### config.mk
export PLATFORM = sky130hd
export DESIGN_NAME = pnz_ram
export DESIGN_NICKNAME = d
export VERILOG_FILES = /design/src/sv/pnz_pkg.sv /design/src/sv/pnz_ram.sv
export SDC_FILE = /design/constraint.sdc
export NUM_CORES = 2
export LEC_CHECK = 0
export BUFFER_PORTS_ARGS = -buffer_cell sky130_fd_sc_hd__buf_2
export CORE_MARGIN = 2
export CORE_UTILIZATION = 57
export CTS_BUF_LIST = sky130_fd_sc_hd__clkbuf_8
export CTS_CLUSTER_SIZE = 24
export DETAILED_ROUTE_END_ITERATION = 6
export PLACE_DENSITY_LB_ADDON = 0.2
export SYNTH_ARGS = -nofsm -noshare
export SYNTH_HDL_FRONTEND = slang
export SYNTH_SLANG_ARGS = --single-unit
### constraint.sdc
create_clock -name clk -period 4.6 [get_ports clk]
set_clock_uncertainty 0.2 [all_clocks]
set_input_delay 0 -clock clk [delete_from_list [all_inputs] [get_ports clk]]
set_output_delay 0 -clock clk [all_outputs]
set_load 0.03 [all_outputs]
### src/sv/pnz_pkg.sv
// Shared types and constants of the 3D gradient noise unit.
package pnz_pkg;

  localparam int TABLE_DEPTH = 256;
  localparam int ADDR_W      = 8;
  localparam int DATA_W      = 8;

  typedef struct packed {
    logic              we;
    logic [ADDR_W-1:0] addr;
    logic [DATA_W-1:0] data;
  } tbl_wr_t;

endpackage

### src/sv/pnz_ram.sv
// Permutation table copy: one write port, two registered read ports.
module pnz_ram
  import pnz_pkg::*;
(
  input  logic              clk,
  input  logic              en,
  input  tbl_wr_t           wr,
  input  logic [ADDR_W-1:0] rd_addr_a,
  input  logic [ADDR_W-1:0] rd_addr_b,
  output logic [DATA_W-1:0] rd_data_a,
  output logic [DATA_W-1:0] rd_data_b
);

  logic [DATA_W-1:0] mem [TABLE_DEPTH];

  always_ff @(posedge clk) begin
    if (en) begin
      if (wr.we) begin
        mem[wr.addr] <= wr.data;
      end
      rd_data_a <= mem[rd_addr_a];
      rd_data_b <= mem[rd_addr_b];
    end
  end

endmodule

==> key figures <==
Status
  – Status: finished with violations
  – Failing checks: capacitance limit, slew limit

Die
  – Core region area: 169000 um2
  – DIE AREA: 173000 um2
  – Starting Density: 0.572
  – Chip Height: 415 um
  – I/O pin cnt: between 50 and 60
  – Die Wd: roughly 420 um
  – Row cnt: roughly 150

Finish
  – FF/Latch Area: just over 60000 um2
  – Nets: 5559
  – Area of the multi-input gates: 31800 um2
  – Fraction of layout cells with a size suffix above 1: 0.283
  – Design area: 106000 um2
  – Most common cell after layout, fill and taps aside: edfxtp_1
  – Utilization after layout: 0.631
  – Fillers: 11800
  – Layout Area Growth over Synthesis: 10.3%
  – Most frequent cells in the layout: 2064 x edfxtp_1, 821 x mux4_2, 366 x clkbuf_8

Drt
  – Vias after detailed routing: 59000
  – Antenna-violating nets left: 0
  – Vias/cell: 7.37
  – DRC errors left: 0
  – Drt pass-1 iters: 6
  – Routed length per instance: approximately 38 um
  – Total Wirelength: 304 mm
  – Starting DRT DRC Count: a little over 9000

Hold path
  – Worst Hold Class: input port to register

Placement
  – Placed cell areas: 99600 um2
  – IO Port Bufs: 50
  – Pre-CTS WS: 0.355 ns
  – Dpl hpwl: 200 mm
  – RePlAce Congestion: 0.976

Critical path
  – Cell mode on critical path: dlygate4sd3_1
  – Family with the most delay on the worst path: buffers and inverters
  – Worst path arrival time: 5.18 ns
  – Worst endpoint required time: 5.34 ns
  – CP max FO: 34
  – Worst path bufs/invs: 4
  – Slowest cell on the critical path: o21ai_0
  – CP cell instances: dlygate4sd3_1, buf_4, and2_2, a221oi_1, o21ai_0, a21oi_1, dlygate4sd3_1, nor4_1, dlygate4sd3_1
  – Critical path type: input port to register
  – CP peak stage delay: 1.03 ns
  – Kind of start point of the critical path: input port
  – CP Capture Type: register

Clock tree
  – H-tree levels: 5
  – CTS Sinks: 2064
  – Post-CTS sizing: 0
  – CTS buffer count: 353
  – Post-CTS setup buffers: 0
  – Root buffer cell: clkbuf_8
  – TritonCTS clock tree: yes
  – Later-pin clock latency in the skew report: 1.09 ns
  – Clock transition at path regs: 0.06 ns
  – Clock Tree Buf Depth: 4
  – # hold bufs at CTS: 53

Logic synthesis
  – Count of cell types in the netlist: between 60 and 70
  – Syn Inst Count: approximately 5200
  – Sequential fraction of the synthesis area: 0.642
  – Synthesized cell area: 96500 um2
  – Syn Nets: 5233
  – Yosys warns: 0
  – Post-synthesis register bit count: ~2100
  – Post-synth EDFFs: 2064
  – Ys async rst share: 0
  – Syn avg cell area: 18.6 um2
  – Main synth FF type: edfxtp_1

STA
  – Fin crit share: 0.967
  – Final Hold Viols: 0
  – Setup ws final: ~0.15 ns
  – Final setup fails: 0
  – Setup Total Neg Slack: 0 ns
  – F_max: 0.225 GHz
  – Unrepaired setup endpoints after global routing: no
  – Tmin final: around 4.4 ns
  – Slew Viols, Final: 1
  – Slew at the pin closest to its max-slew limit: 1.50 ns
  – Max transition margin: -0.0253

Job
  – Maximum Capacitance Violations: 1

Pwr
  – Total power: 39.7 mW
  – PD cells: 373 nW/um2
  – Static leakage: ~34 nW
  – Peak VDD IR: 0.000385 V

GRT
  – Largest net degree at the start of global routing: 192
  – Gr ovfl total: 0
  – Vias in the first global route: 58100
  – Initial antenna violation count: 11
  – All-Layer GR Usage: 0.353
  – Wire length of the first global-routing pass: 429 mm
[cell families after synthesis]
kind of cell	Yosys count	synth area share
multiplexers	1181	0.233
AND/OR/NAND/NOR	657	0.0319
AO/OA/AOI/OAI	863	0.0630
buffers and inverters	433	0.0295
flip-flops	2064	0.642
[final timing paths]
path                              from                      to  slack [ns]  depth (start not counted)
setup / recovery          rd_addr_b[2]  rd_data_b[7]$_DFFE_PP_        0.15                          9
hold / removal                   wr[6]   mem[191][6]$_DFFE_PP_        0.09                          2
setup reg to reg  mem[16][3]$_DFFE_PP_  rd_data_b[3]$_DFFE_PP_        0.23                         10
hold reg to reg   mem[96][4]$_DFFE_PP_  rd_data_a[4]$_DFFE_PP_        0.96                          5
[synthesized netlist by cell type, drive strengths merged (37+ instances only)]
cell	n	area share
mux2i	332	0.034
o22ai	97	0.0063
nand3	51	0.0026
o221ai	62	0.0056
edfxtp	2064	0.64
a22o	37	0.0034
a21oi	183	0.0095
a22oi	292	0.023
clkbuf	151	0.0059
nor2	321	0.013
nor4	43	0.0031
nand2	72	0.0028
buf	274	0.023
nor2b	44	0.0029
mux4	847	0.20
nor3	61	0.0034
[routing by layer]
metal  vias up  part of all wire  global-route usage
met2      4599              0.46               0.523
met3       744              0.14               0.104
li1      23000                 -                   -
met1     30600              0.36               0.490
met4         6             0.049               0.158
met5         -           0.00014                   0
[per-stage QoR]
step	hold WS [ns]	cells
finish	0.0935	8000
global route	0.115	7991
CTS	0.00653	7989
detailed placement	0.376	7334
global placement	0.362	7333
floorplan	-0.101	5198
[final cells by class]
| type | count | share of cell area |
|---|---|---|
| Antenna cell | 11 | 0.000259 |
| Clock buffer | 358 | 0.0463 |
| Clock inverter | 244 | 0.0121 |
| Inverter | 8 | 0.000282 |
| Multi-Input combinational cell | 2701 | 0.299 |
| Sequential cell | 2064 | 0.582 |
| Tap cell | 2218 | 0.0261 |
| Timing Repair Buffer | 396 | 0.0344 |
[where the power goes]
part | internal [mW] | switching, mW
clock | 7.81 | 7.52
sequential | 20.7 | 0.0497
combinational | 1.28 | 2.27
total | 29.8 | 9.84
[registers in the layout, summed over array words and instances, names as in the netlist]
signal	cells
mem	2048
rd_data_b	8
rd_data_a	8
Power figures use the tool's default switching activity.
